[src/rtl/crq_pkg.sv]
package crq_pkg;

    // packed command word layout
    localparam int WORD_W     = 16;
    localparam int ID_SHIFT   = 12;
    localparam int CODE_SHIFT = 8;
    localparam int ID_W       = 4;
    localparam int CODE_W     = 4;
    localparam int AMOUNT_W   = 8;
    localparam logic [AMOUNT_W-1:0] AMOUNT_MASK = 8'hff;

    // request codes
    localparam logic [1:0] CMD_PUSH  = 2'd0;
    localparam logic [1:0] CMD_POP   = 2'd1;
    localparam logic [1:0] CMD_FLUSH = 2'd2;

    // configuration register indexes
    localparam logic [1:0] CFG_CLOSE_A = 2'd0;
    localparam logic [1:0] CFG_CLOSE_B = 2'd1;
    localparam logic [1:0] CFG_CLOSE_C = 2'd2;

    localparam logic [CODE_W-1:0] CLOSE_A_RST = 4'd1;
    localparam logic [CODE_W-1:0] CLOSE_B_RST = 4'd2;
    localparam logic [CODE_W-1:0] CLOSE_C_RST = 4'd3;

    // write request into the entry store
    typedef struct packed {
        logic                 en;
        logic [WORD_W-1:0]    data;
    } t_wr_req;

endpackage

[src/rtl/crq_store.sv]
module crq_store #(
    parameter int DEPTH  = 64,
    parameter int ADDR_W = 6
) (
    input  logic                           i_clk,
    input  crq_pkg::t_wr_req               i_wr,
    input  logic [ADDR_W-1:0]              i_waddr,
    input  logic [ADDR_W-1:0]              i_raddr,
    output logic [crq_pkg::WORD_W-1:0]     o_rdata
);

    logic [crq_pkg::WORD_W-1:0] r_mem [DEPTH];
    logic [crq_pkg::WORD_W-1:0] r_rdata;

    always_ff @(posedge i_clk) begin
        if (i_wr.en) begin
            r_mem[i_waddr] <= i_wr.data;
        end
        r_rdata <= r_mem[i_raddr];
    end

    assign o_rdata = r_rdata;

endmodule

[src/rtl/command_ring_queue_with_cancel_unit.sv]
// Ring queue of 16-bit command words (unit id 15..12, code 11..8, amount 7..0)
// with cancel by unit. Each accepted request gives exactly one result. A pop
// that removes an entry reads the oldest word in ST_POP and then waits in
// ST_DONE; a flush, a refused push, a pop on an empty queue or an unused
// command goes straight to ST_DONE; a plain push passes through ST_APPEND.
// A push whose code equals one of the three close codes walks every queued
// entry through the single store read port and zeroes those of the same unit
// in ST_WALK before it appends; such a walk only runs when at least one slot
// is free. The input is stalled while a request is at work; a finished result
// sits in the output register and the next request may be accepted while it
// waits. The store is not cleared at reset: only written entries are ever read.
module command_ring_queue_with_cancel_unit #(
    parameter int QUEUE_DEPTH = 64
) (
    input  logic                             i_clk,
    input  logic                             i_rst_n,
    // request channel
    input  logic                             i_in_valid,
    output logic                             o_in_stall,
    input  logic [1:0]                       i_command,
    input  logic [crq_pkg::ID_W-1:0]         i_unit_id,
    input  logic [crq_pkg::CODE_W-1:0]       i_control_code,
    input  logic [crq_pkg::AMOUNT_W-1:0]     i_amount,
    // result channel
    output logic                             o_out_valid,
    input  logic                             i_out_stall,
    output logic [crq_pkg::WORD_W-1:0]       o_entry_word,
    output logic                             o_entry_taken,
    output logic                             o_entry_cancelled,
    output logic                             o_queue_empty,
    output logic                             o_overflow,
    // configuration write channel
    input  logic                             i_cfg_valid,
    output logic                             o_cfg_ready,
    input  logic [1:0]                       i_cfg_index,
    input  logic [crq_pkg::CODE_W-1:0]       i_cfg_data
);

    localparam int AW = (QUEUE_DEPTH > 1) ? $clog2(QUEUE_DEPTH) : 1;
    localparam int FW = $clog2(QUEUE_DEPTH + 1);
    localparam logic [AW-1:0] LAST_SLOT = AW'(QUEUE_DEPTH - 1);
    localparam logic [FW-1:0] FULL_CNT  = FW'(QUEUE_DEPTH);

    // sequencer states
    localparam logic [2:0] ST_IDLE   = 3'd0;
    localparam logic [2:0] ST_WALK   = 3'd1;
    localparam logic [2:0] ST_APPEND = 3'd2;
    localparam logic [2:0] ST_POP    = 3'd3;
    localparam logic [2:0] ST_DONE   = 3'd4;

    function automatic logic [AW-1:0] next_slot(input logic [AW-1:0] p);
        next_slot = (p == LAST_SLOT) ? '0 : p + 1'b1;
    endfunction

    // control state
    logic [2:0]                  r_state, n_state;
    logic [AW-1:0]               r_wr_ptr, n_wr_ptr;
    logic [AW-1:0]               r_rd_ptr, n_rd_ptr;
    logic [FW-1:0]               r_fill, n_fill;
    logic [AW-1:0]               r_walk_ptr, n_walk_ptr;
    logic [FW-1:0]               r_walk_left, n_walk_left;
    logic                        r_chk_vld, n_chk_vld;
    logic                        r_out_valid, n_out_valid;
    logic [crq_pkg::CODE_W-1:0]  r_close_a, r_close_b, r_close_c;

    // payload state
    logic [AW-1:0]               r_chk_addr, n_chk_addr;
    logic [crq_pkg::WORD_W-1:0]  r_word, n_word;
    logic [crq_pkg::WORD_W-1:0]  r_res_word, n_res_word;
    logic                        r_res_taken, n_res_taken;
    logic                        r_res_cancel, n_res_cancel;
    logic                        r_res_empty, n_res_empty;
    logic                        r_res_ovf, n_res_ovf;
    logic [crq_pkg::WORD_W-1:0]  r_o_word;
    logic                        r_o_taken, r_o_cancel, r_o_empty, r_o_ovf;

    // store access
    crq_pkg::t_wr_req            wr_req;
    logic [AW-1:0]               waddr;
    logic [AW-1:0]               raddr;
    logic [crq_pkg::WORD_W-1:0]  rdata;

    logic                        in_acc;
    logic                        is_close;
    logic                        out_free;
    logic                        load_out;

    crq_store #(
        .DEPTH  (QUEUE_DEPTH),
        .ADDR_W (AW)
    ) u_store (
        .i_clk   (i_clk),
        .i_wr    (wr_req),
        .i_waddr (waddr),
        .i_raddr (raddr),
        .o_rdata (rdata)
    );

    assign o_in_stall  = (r_state != ST_IDLE);
    assign in_acc      = i_in_valid && (r_state == ST_IDLE);
    assign o_cfg_ready = 1'b1;
    assign is_close    = (i_control_code == r_close_a) || (i_control_code == r_close_b)
                      || (i_control_code == r_close_c);
    assign out_free    = !r_out_valid || !i_out_stall;
    assign load_out    = (r_state == ST_DONE) && out_free;

    // read port: walk address during a cancel, else the oldest entry (so a
    // pop finds its word registered in the cycle after acceptance)
    assign raddr = (r_state == ST_WALK) ? r_walk_ptr : r_rd_ptr;

    always_comb begin
        n_state      = r_state;
        n_wr_ptr     = r_wr_ptr;
        n_rd_ptr     = r_rd_ptr;
        n_fill       = r_fill;
        n_walk_ptr   = r_walk_ptr;
        n_walk_left  = r_walk_left;
        n_chk_vld    = 1'b0;
        n_chk_addr   = r_chk_addr;
        n_word       = r_word;
        n_res_word   = r_res_word;
        n_res_taken  = r_res_taken;
        n_res_cancel = r_res_cancel;
        n_res_empty  = r_res_empty;
        n_res_ovf    = r_res_ovf;
        n_out_valid  = r_out_valid;
        wr_req.en    = 1'b0;
        wr_req.data  = r_word;
        waddr        = r_wr_ptr;

        if (r_out_valid && !i_out_stall) begin
            n_out_valid = 1'b0;
        end

        case (r_state)
            ST_IDLE: begin
                if (in_acc) begin
                    n_word = (crq_pkg::WORD_W'(i_unit_id) << crq_pkg::ID_SHIFT)
                           | (crq_pkg::WORD_W'(i_control_code) << crq_pkg::CODE_SHIFT)
                           | crq_pkg::WORD_W'(i_amount & crq_pkg::AMOUNT_MASK);
                    n_res_word   = '0;
                    n_res_taken  = 1'b0;
                    n_res_cancel = 1'b0;
                    n_res_ovf    = 1'b0;
                    n_res_empty  = (r_fill == '0);
                    n_state      = ST_DONE;
                    case (i_command)
                        crq_pkg::CMD_PUSH: begin
                            if (r_fill == FULL_CNT) begin
                                n_res_ovf = 1'b1;
                            end else if (is_close && (r_fill != '0)) begin
                                n_walk_ptr  = r_rd_ptr;
                                n_walk_left = r_fill;
                                n_state     = ST_WALK;
                            end else begin
                                n_state = ST_APPEND;
                            end
                        end
                        crq_pkg::CMD_POP: begin
                            if (r_fill != '0) begin
                                n_state = ST_POP;
                            end
                        end
                        crq_pkg::CMD_FLUSH: begin
                            n_wr_ptr    = '0;
                            n_rd_ptr    = '0;
                            n_fill      = '0;
                            n_res_empty = 1'b1;
                        end
                        default: begin
                            // unused code: report state only
                        end
                    endcase
                end
            end
            ST_WALK: begin
                // read one entry a cycle, check and zero the one read last cycle
                if (r_walk_left != '0) begin
                    n_walk_ptr  = next_slot(r_walk_ptr);
                    n_walk_left = r_walk_left - 1'b1;
                    n_chk_vld   = 1'b1;
                    n_chk_addr  = r_walk_ptr;
                end
                if (r_chk_vld && (rdata[crq_pkg::WORD_W-1:crq_pkg::ID_SHIFT]
                                  == r_word[crq_pkg::WORD_W-1:crq_pkg::ID_SHIFT])) begin
                    wr_req.en   = 1'b1;
                    wr_req.data = '0;
                    waddr       = r_chk_addr;
                end
                if ((r_walk_left == '0) && !r_chk_vld) begin
                    n_state = ST_APPEND;
                end
            end
            ST_APPEND: begin
                wr_req.en   = 1'b1;
                n_wr_ptr    = next_slot(r_wr_ptr);
                n_fill      = r_fill + 1'b1;
                n_res_empty = 1'b0;
                n_state     = ST_DONE;
            end
            ST_POP: begin
                n_res_word   = rdata;
                n_res_taken  = 1'b1;
                n_res_cancel = (rdata == '0);
                n_rd_ptr     = next_slot(r_rd_ptr);
                n_fill       = r_fill - 1'b1;
                n_res_empty  = (r_fill == FW'(1));
                n_state      = ST_DONE;
            end
            ST_DONE: begin
                if (out_free) begin
                    n_out_valid = 1'b1;
                    n_state     = ST_IDLE;
                end
            end
            default: begin
                n_state = ST_IDLE;
            end
        endcase
    end

    always_ff @(posedge i_clk) begin
        if (!i_rst_n) begin
            r_state     <= ST_IDLE;
            r_wr_ptr    <= '0;
            r_rd_ptr    <= '0;
            r_fill      <= '0;
            r_walk_ptr  <= '0;
            r_walk_left <= '0;
            r_chk_vld   <= 1'b0;
            r_out_valid <= 1'b0;
            r_close_a   <= crq_pkg::CLOSE_A_RST;
            r_close_b   <= crq_pkg::CLOSE_B_RST;
            r_close_c   <= crq_pkg::CLOSE_C_RST;
        end else begin
            r_state     <= n_state;
            r_wr_ptr    <= n_wr_ptr;
            r_rd_ptr    <= n_rd_ptr;
            r_fill      <= n_fill;
            r_walk_ptr  <= n_walk_ptr;
            r_walk_left <= n_walk_left;
            r_chk_vld   <= n_chk_vld;
            r_out_valid <= n_out_valid;
            if (i_cfg_valid && o_cfg_ready) begin
                case (i_cfg_index)
                    crq_pkg::CFG_CLOSE_A: r_close_a <= i_cfg_data;
                    crq_pkg::CFG_CLOSE_B: r_close_b <= i_cfg_data;
                    crq_pkg::CFG_CLOSE_C: r_close_c <= i_cfg_data;
                    default: begin
                        // write beyond the register list is dropped
                    end
                endcase
            end
        end
    end

    always_ff @(posedge i_clk) begin
        r_chk_addr   <= n_chk_addr;
        r_word       <= n_word;
        r_res_word   <= n_res_word;
        r_res_taken  <= n_res_taken;
        r_res_cancel <= n_res_cancel;
        r_res_empty  <= n_res_empty;
        r_res_ovf    <= n_res_ovf;
        if (load_out) begin
            r_o_word   <= r_res_word;
            r_o_taken  <= r_res_taken;
            r_o_cancel <= r_res_cancel;
            r_o_empty  <= r_res_empty;
            r_o_ovf    <= r_res_ovf;
        end
    end

    assign o_out_valid       = r_out_valid;
    assign o_entry_word      = r_o_word;
    assign o_entry_taken     = r_o_taken;
    assign o_entry_cancelled = r_o_cancel;
    assign o_queue_empty     = r_o_empty;
    assign o_overflow        = r_o_ovf;

endmodule
[config.mk]
export PLATFORM = sky130hd
export DESIGN_NAME = command_ring_queue_with_cancel_unit
export DESIGN_NICKNAME = d
export VERILOG_FILES = /design/src/rtl/crq_pkg.sv /design/src/rtl/crq_store.sv /design/src/rtl/command_ring_queue_with_cancel_unit.sv
export SDC_FILE = /design/constraint.sdc
export NUM_CORES = 1
export LEC_CHECK = 0
export ABC_AREA = 1
export BUFFER_PORTS_ARGS = -buffer_cell sky130_fd_sc_hd__buf_2
export CORE_MARGIN = 8
export CORE_UTILIZATION = 30
export CTS_CLUSTER_SIZE = 25
export DETAILED_ROUTE_END_ITERATION = 10
export GPL_TIMING_DRIVEN = 0
export SETUP_SLACK_MARGIN = 0.05
export SYNTH_ARGS = -nofsm -noshare
export SYNTH_HDL_FRONTEND = slang
export SYNTH_SLANG_ARGS = --single-unit
[constraint.sdc]
create_clock -name i_clk -period 2.8 [get_ports i_clk]
set_input_delay 0.56 -clock i_clk [delete_from_list [all_inputs] [get_ports i_clk]]
set_output_delay 0.56 -clock i_clk [all_outputs]
set_load 0.05 [all_outputs]
==> results.json <==
{
  "routedWlPerCell_um": 23.30,
  "cpPeakStageDelay_ns": 0.35,
  "final_nets": 5432,
  "cts_tree": "yes",
  "hold_viol": 0,
  "r2r-start": "r_state[1]",
  "clkTransAtPathRegs_ns": 0.06,
  "post-route-period-util_pct": 101.7,
  "synth_cells": 5002,
  "p_per_area_nw_per_um2": 761.8,
  "synth_nets": 5038,
  "min-delay-path-class": "input pin to flip-flop",
  "fin_area_um2": 62580,
  "postPlaceCellArea_um2": 55130,
  "io_pins": 52,
  "synthFlopType": "edfxtp_1",
  "core_um2": 167000,
  "drtAntennaViolNets": 0,
  "outcome": "finished, violations left",
  "vdd_ir_drop_max_v": 0.0004865,
  "first_global_vias": 35550,
  "wl_um": 179500,
  "rrSetupSlack_ns": -0.05,
  "fmaxAchievable_ghz": 0.3513,
  "synth-edff-count": 1086,
  "antenna_found_initial": 7,
  "startpoint_type": "flip-flop",
  "regToRegEndpoint": "u_store.r_mem[33][15]",
  "vias": 38120,
  "h-tree-depth": 3,
  "start_util_pct": 30.18,
  "yosysUniqueCellTypes": 36,
  "startpoint": "r_state[1]",
  "critPathMostFrequentCell": "nor2_4",
  "area_growth_pct": 24.13,
  "rsz0062_at_grt": "true",
  "critPathCapture": "u_store.r_mem[33][15]",
  "die_h_um": 425.9,
  "postSynthAreaPerCell_um2": 10.08,
  "via_per_inst": 4.950,
  "drc": 0,
  "rows": 150,
  "gp_congestion": 1.016,
  "grt_pass1_wl_um": 249000,
  "dr.pass1.iters": 8,
  "drive_above_1_share_pct": 16.02,
  "numCtsBuffers": 117,
  "leakage_nw": 25.88,
  "end_kind": "flip-flop",
  "arrival_ns": 3.28,
  "final.min_clock_period_ns": 2.847,
  "crit_required_ns": 3.24,
  "clkSinkCount": 1151,
  "drv_slew": 0,
  "tns_ns": -0.6490,
  "relSlewSlack_pct": 46.54,
  "synth-seq-cells": 1151,
  "port_buffers": 50,
  "dpl.hpwl_um": 121900,
  "yosysSeqAreaShare_pct": 67.27,
  "grt_use_total_pct": 18.83,
  "fin_ws_ns": -0.04652,
  "grt_max_degree": 65,
  "rr_worst_depth": 13,
  "finalPower_mw": 47.67,
  "maxCapViolations": 0,
  "cts-root-buf": "clkbuf_16",
  "drtIter0Drc": 5159,
  "dieArea_um2": 181400,
  "finalSetupViolCount": 28,
  "clock_skew_ns": 0.03950,
  "overflow": 0,
  "path_class": "flip-flop to flip-flop",
  "cp_max_fo": 6,
  "async_reset_ff_share_pct": 0,
  "die_w_um": 425.9,
  "failed_checks": "setup timing",
  "ys.warnings.count": 0,
  "cts.path.max_buffers": 3,
  "synth_area_um2": 50420,
  "crit_slowest_cell": "dfxtp_4",
  "tightest_slew_ns": 0.8019,
  "worst_skew_pair.late_latency_ns": 0.75,
  "path_cells": "nor2_4, nand2_4, nor2_4, nand4_1, buf_6, buf_12, o21ai_4, inv_2, nor2_4, nand3_4, buf_12, nor2_4, clkbuf_16"
}
cells by family after synthesis:
logic type / Yosys count / synth area share, %
buffers and inverters: 1308 / 10.21
adders and majority gates: 7 / 0.1737
and+or+nand+nor: 2419 / 20.94
xor gates and xnor gates: 16 / 0.2780
AOI/OAI and AO/OA: 100 / 1.119
other: 1 / 0.007438
DFF: 1151 / 67.27
layer usage:
layer | up-vias | global-route usage [%] | routed length [µm]
li1 | 17050 | - | -
met2 | 2082 | 29.47 | 80030
met4 | 2 | 10.30 | 12090
met5 | - | 0 | 15
met1 | 18490 | 24.84 | 70070
met3 | 501 | 3.279 | 17260
state kept, by name (all words and copies together), names as in the netlist, 3 cells and up:
register,cells
r_state,3
r_wr_ptr,6
r_close_b,4
o_entry_word,16
u_store.o_rdata,16
r_word,16
r_fill,7
r_walk_left,7
r_close_c,4
u_store.r_mem,1024
r_close_a,4
r_rd_ptr,6
r_res_word,16
r_walk_ptr,6
r_chk_addr,6
critical path: cells and delay by family (launching register included):
kind	cells	cell delay [ns]
AND/OR/NAND/NOR	7	1.18
buffers and inverters	5	0.81
AO/OA/AOI/OAI	1	0.20
flip-flops	1	0.35
synthesized netlist by cell type, types with 13 or more instances:
cell      count  area (µm²)
edfxtp_1   1086       32610
nand2_1    1116        4189
buf_2       149       745.7
buf_1        17       63.81
buf_4        14       105.1
nor2_1      153       574.3
dfxtp_1      65        1301
o21ai_0      40       200.2
xnor2_1      13       113.9
clkbuf_1     63       236.5
inv_1      1057        3968
nand3_1    1116        5585
a21oi_1      30       150.1
how the worst min path moves through the flow:
| stage | from | endpoint | cells after the start |
|---|---|---|---|
| 3_3_place_gp | r_res_taken | o_entry_taken | 0 |
| 3_5_place_dp | r_res_word[8] | o_entry_word[8] | 0 |
| 6_report | i_unit_id[0] | r_word[12] | 1 |
| 5_1_grt | i_unit_id[0] | r_word[12] | 1 |
| 4_1_cts | i_amount[5] | r_word[5] | 1 |
| 2_1_floorplan | r_res_cancel | o_entry_cancelled | 0 |
metrics by stage:
stage          util [%]  cells  worst slack [ns]  hold slack (ns)
6_report          37.47   7701          -0.04652          0.03591
2_1_floorplan         -   5002            0.1205           0.4003
5_1_grt           37.46   7699          -0.08444         0.003176
3_5_place_dp      33.01   7329           -0.9320           0.4045
3_3_place_gp      31.98   7256            -1.914           0.4054
4_1_cts           36.68   7657           0.01223         0.002723
power by group:
group          internal (mW)  switching [mW]  leakage, nW
Sequential              20.3           0.306         10.3
Clock                   8.82            6.73         1.84
Combinational           2.96            8.59         13.7
Total                   32.0            15.6         25.9
layout by cell type, fill, tap and decap left out, types with 10 or more instances in the layout:
cell,synthesis,routed
buf_8,0,35
nand2_1,1116,1089
inv_1,1057,1039
nor2_4,1,71
nand2_2,2,14
inv_4,0,13
buf_6,0,48
clkinv_2,0,25
clkbuf_16,0,128
clkbuf_4,0,34
o21ai_0,40,37
clkbuf_1,63,60
edfxtp_1,1086,1086
buf_16,0,29
nand2_4,0,13
buf_12,0,61
xnor2_1,13,13
buf_4,14,138
clkbuf_2,0,24
nand3_2,0,68
nand3_4,0,17
buf_2,149,99
inv_2,8,10
dfxtp_1,65,63
nand3_1,1116,1031
clkinv_1,0,21
nor2_1,153,83
a21oi_1,30,28
area by class of cell:
cell class,count,area (µm²)
repair buffers,275,3640
fillers,16060,104500
diodes,3,7.507
clock inverters,62,554.3
inverters,1065,4046
plain buffers,243,1750
flip-flops and latches,1151,33920
well taps,2204,2758
clock buffers,155,3196
multi-input cells,2543,12710
what timing repair did:
item | 4_1_cts | 5_1_grt
resized for setup | 303 | 230
hold buffers | 7 | 0
pin swaps | 76 | 42
buffers inserted | 102 | 35
hold endpoints to repair | 7 | 0
setup endpoints to repair | 1507 | 1120
cloned | 2 | 7
(Power assumes the default switching activity.)
